`src/hdl/fqp_pkg.sv`:
```
// ----------------------------------------------------------------------------
// fqp_pkg
// Shared types and constants of the FASTQ record parser: record phases,
// the classified byte token and the queue geometry.
// ----------------------------------------------------------------------------
package fqp_pkg;

	localparam int LENGTH_BITS_DEF = 16;
	localparam int REC_LEN_W       = 16;
	localparam int LEN_EXT_W       = 32;
	localparam int BYTE_W          = 8;

	localparam int Q_DEPTH = 4;
	localparam int Q_PTR_W = $clog2(Q_DEPTH);
	localparam int Q_CNT_W = $clog2(Q_DEPTH + 1);

	localparam logic [BYTE_W-1:0] CH_AT      = 8'h40;
	localparam logic [BYTE_W-1:0] CH_PLUS    = 8'h2B;
	localparam logic [BYTE_W-1:0] CH_NL      = 8'h0A;
	localparam logic [BYTE_W-1:0] CH_SPACE   = 8'h20;
	localparam logic [BYTE_W-1:0] CH_TAB     = 8'h09;
	localparam logic [BYTE_W-1:0] CH_CR      = 8'h0D;
	localparam logic [BYTE_W-1:0] CH_GR_LO   = 8'h21;
	localparam logic [BYTE_W-1:0] CH_GR_HI   = 8'h7E;
	localparam logic [BYTE_W-1:0] CH_QUAL_HI = 8'h7F;

	localparam logic [2:0] ADDR_SHARD_IS_FIRST = 3'h0;

	typedef enum logic [2:0] {
		PH_SEARCH  = 3'd0,
		PH_NAME    = 3'd1,
		PH_COMMENT = 3'd2,
		PH_SEQ     = 3'd3,
		PH_PLUS    = 3'd4,
		PH_QUAL    = 3'd5
	} phase_t;

	typedef enum logic {
		KIND_BASE    = 1'b0,
		KIND_REC_END = 1'b1
	} kind_t;

	typedef enum logic {
		ST_OK        = 1'b0,
		ST_QUAL_BAD  = 1'b1
	} status_t;

	// one byte of the stream with its classification
	typedef struct packed {
		logic              is_end;
		logic [BYTE_W-1:0] data;
		logic              at;
		logic              plus;
		logic              nl;
		logic              white;
		logic              graphic;
		logic              qual;
	} tok_t;

	typedef struct packed {
		logic empty;
		logic full;
	} q_status_t;

endpackage

```
`src/hdl/fqp_front.sv`:
```
// ----------------------------------------------------------------------------
// fqp_front
// Input side: takes byte transactions while the queue has room and tags
// each byte with its character class.
// ----------------------------------------------------------------------------
module fqp_front (
	input  logic                    in_valid,
	input  logic [7:0]              data_byte,
	input  logic                    is_end,
	input  fqp_pkg::q_status_t      q_stat,
	output logic                    in_stall,
	output logic                    push,
	output fqp_pkg::tok_t           tok
);
	import fqp_pkg::*;

	assign in_stall = q_stat.full;
	assign push     = in_valid && !q_stat.full;

	always_comb begin
		tok.is_end  = is_end;
		tok.data    = data_byte;
		tok.at      = (data_byte == CH_AT);
		tok.plus    = (data_byte == CH_PLUS);
		tok.nl      = (data_byte == CH_NL);
		tok.white   = (data_byte == CH_SPACE) ||
			((data_byte >= CH_TAB) && (data_byte <= CH_CR));
		tok.graphic = (data_byte >= CH_GR_LO) && (data_byte <= CH_GR_HI);
		tok.qual    = (data_byte >= CH_GR_LO) && (data_byte <= CH_QUAL_HI);
	end

endmodule

```
`src/hdl/fqp_queue.sv`:
```
// ----------------------------------------------------------------------------
// fqp_queue
// Short token queue between the classifier and the phase engine so that
// each side can stall on its own.
// ----------------------------------------------------------------------------
module fqp_queue (
	input  logic                    clk,
	input  logic                    arst_n,
	input  logic                    push,
	input  fqp_pkg::tok_t           push_tok,
	input  logic                    pop,
	output fqp_pkg::tok_t           head_tok,
	output fqp_pkg::q_status_t      q_stat
);
	import fqp_pkg::*;

	tok_t                 slot_q [Q_DEPTH];
	logic [Q_PTR_W-1:0]   wr_ptr_q;
	logic [Q_PTR_W-1:0]   rd_ptr_q;
	logic [Q_CNT_W-1:0]   count_q;
	logic                 do_push;
	logic                 do_pop;

	assign q_stat.empty = (count_q == '0);
	assign q_stat.full  = (count_q == Q_CNT_W'(Q_DEPTH));
	assign do_push      = push && !q_stat.full;
	assign do_pop       = pop && !q_stat.empty;
	assign head_tok     = slot_q[rd_ptr_q];

	always_ff @(posedge clk) begin
		if (do_push) begin
			slot_q[wr_ptr_q] <= push_tok;
		end
	end

	always_ff @(posedge clk or negedge arst_n) begin
		if (!arst_n) begin
			wr_ptr_q <= '0;
			rd_ptr_q <= '0;
			count_q  <= '0;
		end else begin
			if (do_push) begin
				wr_ptr_q <= wr_ptr_q + 1'b1;
			end
			if (do_pop) begin
				rd_ptr_q <= rd_ptr_q + 1'b1;
			end
			unique case ({do_push, do_pop})
				2'b10:   count_q <= count_q + 1'b1;
				2'b01:   count_q <= count_q - 1'b1;
				default: count_q <= count_q;
			endcase
		end
	end

endmodule

```
`src/hdl/fqp_back.sv`:
```
// ----------------------------------------------------------------------------
// fqp_back
// Phase engine: walks the record phases one token per cycle while its output
// slot is free, keeps base and quality counts, drives the registered result.
// ----------------------------------------------------------------------------
module fqp_back #(
	parameter int LENGTH_BITS = fqp_pkg::LENGTH_BITS_DEF
) (
	input  logic                    clk,
	input  logic                    arst_n,
	input  logic                    shard_is_first,
	input  fqp_pkg::tok_t           head_tok,
	input  fqp_pkg::q_status_t      q_stat,
	output logic                    pop,
	output logic                    out_valid,
	input  logic                    out_stall,
	output logic                    kind,
	output logic [7:0]              base_byte,
	output logic [15:0]             record_length,
	output logic                    status
);
	import fqp_pkg::*;

	localparam logic [LENGTH_BITS-1:0] CNT_MAX = '1;

	phase_t                  phase_q, phase_d;
	logic                    newline_seen_q, newline_seen_d;
	logic                    first_found_q, first_found_d;
	logic [LENGTH_BITS-1:0]  base_count_q, base_count_d;
	logic [LENGTH_BITS-1:0]  quality_count_q, quality_count_d;

	logic                    out_valid_q;
	logic                    kind_q;
	logic [BYTE_W-1:0]       base_byte_q;
	logic [REC_LEN_W-1:0]    record_length_q;
	logic                    status_q;

	logic                    slot_free;
	logic                    emit;
	kind_t                   emit_kind;
	logic [BYTE_W-1:0]       emit_byte;
	logic                    emit_len_sel;
	status_t                 emit_status;
	logic [LEN_EXT_W-1:0]    bc_ext;
	logic [REC_LEN_W-1:0]    len_sat;
	logic                    counts_eq;

	assign slot_free = !out_valid_q || !out_stall;
	assign pop       = slot_free && !q_stat.empty;

	assign bc_ext    = LEN_EXT_W'(base_count_q);
	assign len_sat   = (bc_ext > LEN_EXT_W'(16'hFFFF)) ? 16'hFFFF : bc_ext[REC_LEN_W-1:0];
	assign counts_eq = (quality_count_q == base_count_q);

	always_comb begin
		phase_d         = phase_q;
		newline_seen_d  = newline_seen_q;
		first_found_d   = first_found_q;
		base_count_d    = base_count_q;
		quality_count_d = quality_count_q;
		emit            = 1'b0;
		emit_kind       = KIND_REC_END;
		emit_byte       = '0;
		emit_len_sel    = 1'b0;
		emit_status     = ST_OK;

		if (head_tok.is_end) begin
			phase_d        = PH_SEARCH;
			newline_seen_d = 1'b0;
			emit_len_sel   = 1'b1;
			unique case (phase_q)
				PH_NAME, PH_COMMENT, PH_SEQ: begin
					emit = 1'b1;
				end
				PH_PLUS: begin
					emit        = 1'b1;
					emit_status = ST_QUAL_BAD;
				end
				PH_QUAL: begin
					emit        = 1'b1;
					emit_status = counts_eq ? ST_OK : ST_QUAL_BAD;
				end
				default: begin
					emit = 1'b0;
				end
			endcase
		end else begin
			unique case (phase_q)
				PH_NAME: begin
					if (head_tok.white) begin
						phase_d = head_tok.nl ? PH_SEQ : PH_COMMENT;
					end
				end
				PH_COMMENT: begin
					if (head_tok.nl) begin
						phase_d = PH_SEQ;
					end
				end
				PH_SEQ: begin
					priority if (head_tok.plus) begin
						phase_d = PH_PLUS;
					end else if (head_tok.at) begin
						// '@' closes this record and opens the next
						emit            = 1'b1;
						emit_len_sel    = 1'b1;
						first_found_d   = 1'b1;
						phase_d         = PH_NAME;
						base_count_d    = '0;
						quality_count_d = '0;
					end else if (head_tok.graphic) begin
						emit      = 1'b1;
						emit_kind = KIND_BASE;
						emit_byte = head_tok.data;
						if (base_count_q != CNT_MAX) begin
							base_count_d = base_count_q + 1'b1;
						end
					end else begin
						emit = 1'b0;
					end
				end
				PH_PLUS: begin
					if (head_tok.nl) begin
						phase_d = PH_QUAL;
					end
				end
				PH_QUAL: begin
					// byte arriving with the quality line complete is dropped
					if (quality_count_q >= base_count_q) begin
						phase_d        = PH_SEARCH;
						newline_seen_d = 1'b0;
						emit           = 1'b1;
						emit_len_sel   = 1'b1;
						emit_status    = counts_eq ? ST_OK : ST_QUAL_BAD;
					end else if (head_tok.qual && (quality_count_q != CNT_MAX)) begin
						quality_count_d = quality_count_q + 1'b1;
					end
				end
				default: begin
					if (head_tok.at &&
						(shard_is_first || first_found_q || newline_seen_q)) begin
						newline_seen_d  = 1'b0;
						first_found_d   = 1'b1;
						phase_d         = PH_NAME;
						base_count_d    = '0;
						quality_count_d = '0;
					end else begin
						phase_d        = PH_SEARCH;
						newline_seen_d = head_tok.nl;
					end
				end
			endcase
		end
	end

	always_ff @(posedge clk or negedge arst_n) begin
		if (!arst_n) begin
			phase_q         <= PH_SEARCH;
			newline_seen_q  <= 1'b0;
			first_found_q   <= 1'b0;
			base_count_q    <= '0;
			quality_count_q <= '0;
			out_valid_q     <= 1'b0;
		end else begin
			if (pop) begin
				phase_q         <= phase_d;
				newline_seen_q  <= newline_seen_d;
				first_found_q   <= first_found_d;
				base_count_q    <= base_count_d;
				quality_count_q <= quality_count_d;
			end
			if (slot_free) begin
				out_valid_q <= pop && emit;
			end
		end
	end

	always_ff @(posedge clk) begin
		if (pop && emit) begin
			kind_q          <= emit_kind;
			base_byte_q     <= emit_byte;
			record_length_q <= emit_len_sel ? len_sat : '0;
			status_q        <= emit_status;
		end
	end

	assign out_valid     = out_valid_q;
	assign kind          = kind_q;
	assign base_byte     = base_byte_q;
	assign record_length = record_length_q;
	assign status        = status_q;

	// qualities are only counted while below the base count
	a_qual_le_base: assert property (@(posedge clk) disable iff (!arst_n)
		quality_count_q <= base_count_q)
		else $error("quality count passed base count");

	a_end_to_search: assert property (@(posedge clk) disable iff (!arst_n)
		pop && head_tok.is_end |=> phase_q == PH_SEARCH && !newline_seen_q)
		else $error("end mark did not return to search");

	a_first_sticky: assert property (@(posedge clk) disable iff (!arst_n)
		!$fell(first_found_q))
		else $error("first record flag cleared");

	a_base_fields: assert property (@(posedge clk) disable iff (!arst_n)
		out_valid_q && (kind_q == KIND_BASE) |->
			record_length_q == '0 && status_q == ST_OK)
		else $error("base transaction carries record-end fields");

	a_no_emit_while_blocked: assert property (@(posedge clk) disable iff (!arst_n)
		out_valid_q && out_stall |=> $stable(record_length_q) && $stable(base_byte_q))
		else $error("result overwritten while stalled");

endmodule

```
`src/hdl/fastq_record_parser_unit.sv`:
```
// ----------------------------------------------------------------------------
// fastq_record_parser_unit
// FASTQ record parser: bytes in, sequence bases and record-end reports out.
// ----------------------------------------------------------------------------
// The unit takes one byte (or end-of-stream mark) per cycle while in_stall is
// low and sustains one transaction per cycle as long as the output side is
// not stalled. An accepted byte is classified and written into a four-entry
// queue; the phase engine takes it from the queue head once its result
// register is free and registers its result. The queue absorbs short output
// stalls; the input stalls only when all four entries are occupied. Each
// byte produces at most one result: a sequence base (kind 0) or a record end
// (kind 1) with the saturated sequence length and a quality status.
// shard_is_first sits at address 0 and should only be changed while no
// transaction is in flight.
module fastq_record_parser_unit #(
	parameter int LENGTH_BITS = fqp_pkg::LENGTH_BITS_DEF
) (
	input  logic        clk,
	input  logic        arst_n,
	input  logic        psel,
	input  logic        penable,
	input  logic        pwrite,
	input  logic [2:0]  paddr,
	input  logic [31:0] pwdata,
	output logic [31:0] prdata,
	output logic        pready,
	input  logic        in_valid,
	output logic        in_stall,
	input  logic [7:0]  data_byte,
	input  logic        is_end,
	output logic        out_valid,
	input  logic        out_stall,
	output logic        kind,
	output logic [7:0]  base_byte,
	output logic [15:0] record_length,
	output logic        status
);
	import fqp_pkg::*;

	logic       shard_is_first_q;
	logic       push;
	logic       pop;
	tok_t       in_tok;
	tok_t       head_tok;
	q_status_t  q_stat;

	assign pready = 1'b1;

	always_ff @(posedge clk or negedge arst_n) begin
		if (!arst_n) begin
			shard_is_first_q <= 1'b1;
		end else if (psel && penable && pwrite && (paddr == ADDR_SHARD_IS_FIRST)) begin
			shard_is_first_q <= pwdata[0];
		end
	end

	assign prdata = (paddr == ADDR_SHARD_IS_FIRST) ? {31'b0, shard_is_first_q} : 32'b0;

	fqp_front u_front (
		.in_valid  (in_valid),
		.data_byte (data_byte),
		.is_end    (is_end),
		.q_stat    (q_stat),
		.in_stall  (in_stall),
		.push      (push),
		.tok       (in_tok)
	);

	fqp_queue u_queue (
		.clk      (clk),
		.arst_n   (arst_n),
		.push     (push),
		.push_tok (in_tok),
		.pop      (pop),
		.head_tok (head_tok),
		.q_stat   (q_stat)
	);

	fqp_back #(
		.LENGTH_BITS (LENGTH_BITS)
	) u_back (
		.clk            (clk),
		.arst_n         (arst_n),
		.shard_is_first (shard_is_first_q),
		.head_tok       (head_tok),
		.q_stat         (q_stat),
		.pop            (pop),
		.out_valid      (out_valid),
		.out_stall      (out_stall),
		.kind           (kind),
		.base_byte      (base_byte),
		.record_length  (record_length),
		.status         (status)
	);

endmodule

```
`config.mk`:
```
export PLATFORM = sky130hd
export DESIGN_NAME = fastq_record_parser_unit
export DESIGN_NICKNAME = d
export VERILOG_FILES = /design/src/hdl/fqp_pkg.sv /design/src/hdl/fqp_front.sv /design/src/hdl/fqp_queue.sv /design/src/hdl/fqp_back.sv /design/src/hdl/fastq_record_parser_unit.sv
export SDC_FILE = /design/constraint.sdc
export NUM_CORES = 1
export LEC_CHECK = 0
export BUFFER_PORTS_ARGS = -buffer_cell sky130_fd_sc_hd__buf_2
export CAP_MARGIN = 20
export CORE_ASPECT_RATIO = 1.4
export CORE_MARGIN = 2
export CORE_UTILIZATION = 50
export DETAILED_ROUTE_END_ITERATION = 12
export PLACE_DENSITY = 0.79
export SETUP_SLACK_MARGIN = 0.2
export SYNTH_ARGS = -nofsm -noshare
export SYNTH_HDL_FRONTEND = slang
export SYNTH_SLANG_ARGS = --single-unit
```
`constraint.sdc`:
```
create_clock -name clk -period 4.3 [get_ports clk]
set_clock_uncertainty 0.2 [all_clocks]
set_input_delay 0.86 -clock clk [delete_from_list [all_inputs] [get_ports clk]]
set_output_delay 0.86 -clock clk [all_outputs]
set_load 0.02 [all_outputs]
```
== After elaboration in Yosys (flattened, before gate mapping) ==
Memories as Yosys holds them, arrays and structs flattened.
Cells that the tools add are included.
Operators by class
  $add $sub $neg: 6
  order comparisons: 7
  equality and inequality tests: 27
  mux-type cells: 51
  bitwise gates (word level): 5
  reduce and logical (&&, ||, !) cells: 37
Operators with widths (number)
  $mux 16: 10
  $pmux 16 s3: 1
  $add 16x1->16 const B: 2
  $ne 16x16->1 const B: 2
  $pmux 16 s2: 1
  $mux 1: 25
  $mux 3: 7
  $eq 16x16->1: 1
  $eq 8x6->1 const B: 2
  $ge 16x16->1: 1
  $gt 16x16->1 const B: 1
  $le 8x7->1 const B: 2
  $pmux 3 s5: 1
  $logic_and 1x1->1: 13
  $ne 3x2->1 const B: 4
  $reduce_and 6->1: 2
  $reduce_or 4->1: 3
  $pmux 1 s2: 5
  $reduce_or 5->1: 2
  $eq 3x3->1 const B: 3
  $eq 8x4->1 const B: 1
  $eq 8x7->1 const B: 1
  $ge 8x4->1 const B: 1
  $ge 8x6->1 const B: 1
  other kinds (24): 41
Storage, ports and cells
  bits in registers: 72
  RAM bits: 60
  bits of input ports: 51
  output and inout bits: 61
  word-level logic and storage cells: 148
  memories kept: 1
Memories
  u_queue.slot_q: words 4, width 15, rd ports 1, clocked after Yosys merged registers in 0, write ports 1, RTL line fqp_queue.sv:17  | tok_t slot_q [Q_DEPTH];

== Longest topological paths before layout ==
An unclocked memory read counts as a cell.
  depth after elaboration: 7
  gate-level depth with buffers: 11
  depth with buffers taken out: 10

== Cells and area by module ==
From an unflattened synthesis, not the netlist that was laid out.
Unflattened totals
  cells, all modules: 573
  area, all modules: 6904.1 µm²
Modules (own cells, without submodules)
  fqp_back: instances 1, cells an instance 388, area an instance 3729.8 µm², sequential area each 1731.7 µm²
  fqp_queue: instances 1, cells an instance 116, area an instance 2632.5 µm², sequential area each 1976.9 µm²
  fastq_record_parser_unit: instances 1, cells an instance 39, area an instance 309.0 µm², sequential area each 26.3 µm²
  fqp_front: instances 1, cells an instance 30, area an instance 232.7 µm², sequential area each 0.0 µm²

== Worst setup path before layout ==
OpenSTA, ideal clock, no wires.
  path type: reg-to-reg
  start point: register u_queue.rd_ptr_q[1]
  end point: register u_back.base_byte_q[0], in the netlist u_back.base_byte[0] (enable)
  setup time: 0.418 ns
  arrival time: 2.885 ns
  slack: 0.798 ns
  cell stages (with the launch flop): 8
  buffers on the path: 2
  period minus slack after synthesis: 3.502 ns
  path through: dfrtp_1 > clkbuf_1 > clkbuf_1 > mux2i_1 > nand2_1 > o21ai_0 > o21ai_0 > a21oi_1
Between the ends
  cells in the longest elaborated chain, start to end: 7
RTL lines
  start: declaration: RTL line fqp_queue.sv:19  | logic [Q_PTR_W-1:0] rd_ptr_q;
  start signal: assignment: RTL line fqp_queue.sv:46  | rd_ptr_q <= rd_ptr_q + 1'b1;
  $mem_v2 4x15 *
  $mux 1: RTL line fqp_back.sv:110  | end else if (head_tok.graphic) begin
  $mux 1: RTL line fqp_back.sv:102  | end else if (head_tok.at) begin
  $mux 1: RTL line fqp_back.sv:100  | priority if (head_tok.plus) begin
  $pmux 1 s2: RTL line fqp_back.sv:88  | unique case (phase_q)
  $mux 1 *: RTL line fqp_back.sv:67  | if (head_tok.is_end) begin
  $logic_and 1x1->1 *: RTL line fqp_back.sv:178  | if (pop && emit) begin
  end signal: assignment: RTL line fqp_back.sv:180  | base_byte_q <= emit_byte;
  end: declaration: RTL line fqp_back.sv:34  | logic [BYTE_W-1:0] base_byte_q;
Every way passes the cells marked *; elsewhere a longest branch is shown, timed or not.
A chain may end at the register's enable or synchronous reset.

== Final worst setup path ==
  start point: register u_queue.rd_ptr_q[0]
  end point: register u_back.base_count_q[13]
Between the ends
  cells in the longest elaborated chain, start to end: 4
  elaborated cells on any way between the ends: 11
  classes of those cells: 3 x eq/ne; 3 x mux; 1 x bitwise; 3 x reduce/logical; 1 x memory
RTL lines
  $mem_v2 4x15 *
  $mux 16 or $logic_and 1x1->1 (tied branches): RTL line fqp_back.sv:102, fqp_back.sv:139
  $mux 16 or $reduce_bool 2->1 (tied branches)
  $pmux 16 s2 or $reduce_and 7->1 (tied branches)
  end signal: assignment: RTL line fqp_back.sv:168  | base_count_q <= base_count_d;
  end: declaration: RTL line fqp_back.sv:29  | logic [LENGTH_BITS-1:0] base_count_q, base_count_d;
Every way passes the cells marked *; elsewhere a longest branch is shown, timed or not. The select of a mux whose other input is x is not followed.

==> impl_metrics.yaml <==
yosys:
  netlist_instances: 575
  synth-xor-area-share: 0.0220
  yosysSeqAreaShare: 0.551
  yosysTopAreaCell: "edfxtp_1"
  synthSimpleGateAreaFrac: 0.160
  yosys_warnings: 0
  synth_top_family_by_area: "simple AND/OR/NAND/NOR gates"
  async_flop_share: 0.348
  synth_commonest_cells: "edfxtp_1 (86), dfrtp_1 (45), nand2_1 (37), nor2_1 (33), buf_4 (32)"
  synth_compound_area_frac: 0.0900
  synthAdderAreaFrac: 0.0454
  ys_ff_latch: 132
  synthDistinctLibCells: 61
  synth_flop_cell: "edfxtp_1"
  synth_edf_count: 86
  syn_area_per_cell_sq_um: 11.8
  synth_top_area_share: 0.381
  synth_most_common_cell: "edfxtp_1"
  synthTopCellsByArea: "edfxtp_1 (38%), dfrtp_1 (17%), mux4_2 (5.3%)"
  mappedNetlistArea_sq_um: 6780
  synth_mux_area_frac: 0.0625
place:
  io_buffers: 48
  dp_hpwl_um: 9550
  gp_congestion: 0.925
die:
  die_w_um: 102
  row_count: 50
  pin_count: 112
  coreArea_sq_um: 13300
  die_area_sq_um: 14500
  initial_core_util: 0.509
  die_y_um: 142
drt:
  wl_um: 13900
  viasPerCell: 5.72
  drtIter0Drc: 312
  vias: 4681
  ant_nets: 0
  drc: 0
  first_pass_iters: 5
  routedWlPerCell_um: 17.0
global_route:
  track_usage: 0.201
  grtUsageMet1: 0.225
  top_usage_layer: "met2"
  antenna_found_initial: 0
  grt_max_degree: 47
  grt_pass1_wl_um: 22300
  grt_overflow_total: 0
  grt_pass1_vias: 4630
  use_met3: 0.0433
  use_met2: 0.356
layout:
  antenna_cells: 0
  nNetsFinal: 698
  drive_above_1_share: 0.184
  synthToLayoutAreaGrowth_pct: 13.3
timing:
  worstMarginPinSlew_ps: 808
  whs_ps: 243
  setup_tns_ps: 0
  min_period_ps: 3430
  finalMaxSlewViolations: 0
  setup-violations-final: 0
  max_freq_ghz: 0.292
  period_share: 0.798
  hold_viol: 0
  relSlewSlack: 0.461
  rsz0062_at_grt: "false"
min_path:
  hold_path_class: "in2async"
clock_tree:
  cts-root-buf: "clkbuf_16"
  cts_sinks: 132
  ctsResizeCount: 0
  htreeDepth: 4
  cts_tree: "yes"
  hold_buffers: 0
  path_clk_slew_ps: 70
  clk_latency_ps: 420
  cts_setup_buffers: 0
  clock_path_buffers: 2
  cts_made_buffers: 17
setup_path:
  critPathKind: "reg2reg"
  worstPathMaxFanout: 15
  regToRegStartpoint: "u_queue.rd_ptr_q[0]$_DFFE_PN0P_"
  endpoint_kind: "register"
  cp-start-kind: "register"
  crit_arrival_ps: 3570
  required_ps: 4440
  crit_start: "u_queue.rd_ptr_q[0]$_DFFE_PN0P_"
  rrSetupSlack_ps: 870
pwr:
  pwr-share-comb: 0.309
  switching_share: 0.361
  clock_power_share: 0.303
  power_frac_seq: 0.388
  power_density_nw_per_um2: 605
  switching_power_w: 0.00168
  power.internal_w: 0.00297
  peakVddDrop_mv: 0.739
  leakagePower_nw: 3.00
run:
  cap_violations: 0
outcome:
  status: "completed"
cells in the final DEF, fill, tap and decap left out, types with 4 or more instances in the layout:
cell	synthesis	layout
inv_1	30	30
nand4_1	9	9
conb_1	2	32
nor2b_1	11	11
or4_1	15	15
ha_1	23	23
nor4_1	11	11
buf_2	1	48
nand2b_1	7	7
mux4_2	16	16
dfrtp_1	45	45
o21ai_0	14	14
inv_8	0	8
and2_1	28	28
o31ai_1	18	18
xnor2_1	15	15
nor3_1	13	13
buf_4	32	7
and3_1	8	8
a21oi_1	28	27
nor2_1	33	33
or3_1	4	4
clkbuf_16	0	17
nand2_1	37	37
edfxtp_1	86	86
nand3_1	15	15
registers in the layout, summed over array words and instances, names as in the netlist:
signal / count
u_back.phase_q: 3
u_queue.rd_ptr_q: 2
u_back.base_byte: 8
u_queue.wr_ptr_q: 2
u_back.newline_seen_q: 1
shard_is_first_q: 1
u_back.record_length: 16
u_back.quality_count_q: 16
u_queue.slot_q: 60
u_back.base_count_q: 16
u_back.status: 1
u_back.kind: 1
u_back.first_found_q: 1
u_back.out_valid: 1
u_queue.count_q: 3
kinds of logic (layout without fill, tap and decap cells):
family,count (synthesis),after routing
compound gates,90,90
fa+ha+maj,24,24
other cells,2,32
buf+inv,87,118
xor+xnor,17,17
flops,132,132
mux,22,22
simple gates,201,201
metrics by stage:
stage | worst slack (ps) | power [W] | instance area (sq um) | std cells | util
floorplan | 798 | 0.00290 | 6890 | 605 | -
global placement | 980 | 0.00320 | 7070 | 785 | 0.531
detailed placement | 912 | 0.00327 | 7070 | 785 | 0.531
CTS | 879 | 0.00467 | 7660 | 817 | 0.575
global route | 648 | 0.00490 | 7680 | 818 | 0.577
finish | 871 | 0.00465 | 7680 | 818 | 0.577
area by class of cell:
type,count,area [sq um]
Clock buffer,17,425
Clock inverter,15,158
Fill cell,1057,5640
Inverter,30,113
Multi-Input combinational cell,386,2710
Sequential cell,132,3730
Tap cell,182,228
Timing Repair Buffer,56,320
power by group through the flow:
stage                     clock network [W]  logic [W]  registers (W)
after floorplan                           0   0.000980        0.00192
after global placement                    0    0.00139        0.00181
after detailed placement                  0    0.00144        0.00183
after CTS                           0.00142    0.00145        0.00180
after global routing                0.00149    0.00158        0.00183
final                               0.00141    0.00144        0.00180
routing by layer:
layer  routed length, um  vias to the layer above
li1                    -                     2163
met1                5190                     2301
met2                7640                      179
met3                 637                       38
met4                 401                        0
met5                   0                        -
worst max-delay path, cell delays in order (launching register included):
cell and delay [ps]:
dfrtp_1 420, buf_4 330, mux4_2 590, nor2_1 270
o2111ai_2 410, or4_4 650, or3_1 340, a21oi_1 150
final timing paths:
| kind | end | depth (start not counted) |
|---|---|---|
| setup / recovery | u_back.base_count_q[13]$_DFFE_PN0P_ | 7 |
| hold reg to reg | u_back.first_found_q$_DFFE_PN0P_ | 1 |
| max in group asynchronous | shard_is_first_q$_DFFE_PN1P_ | 2 |
| min in group clk | u_back.first_found_q$_DFFE_PN0P_ | 1 |
| hold / removal | u_back.quality_count_q[13]$_DFFE_PN0P_ | 1 |
| setup reg to reg | u_back.base_count_q[13]$_DFFE_PN0P_ | 7 |
(Power assumes the default switching activity.)
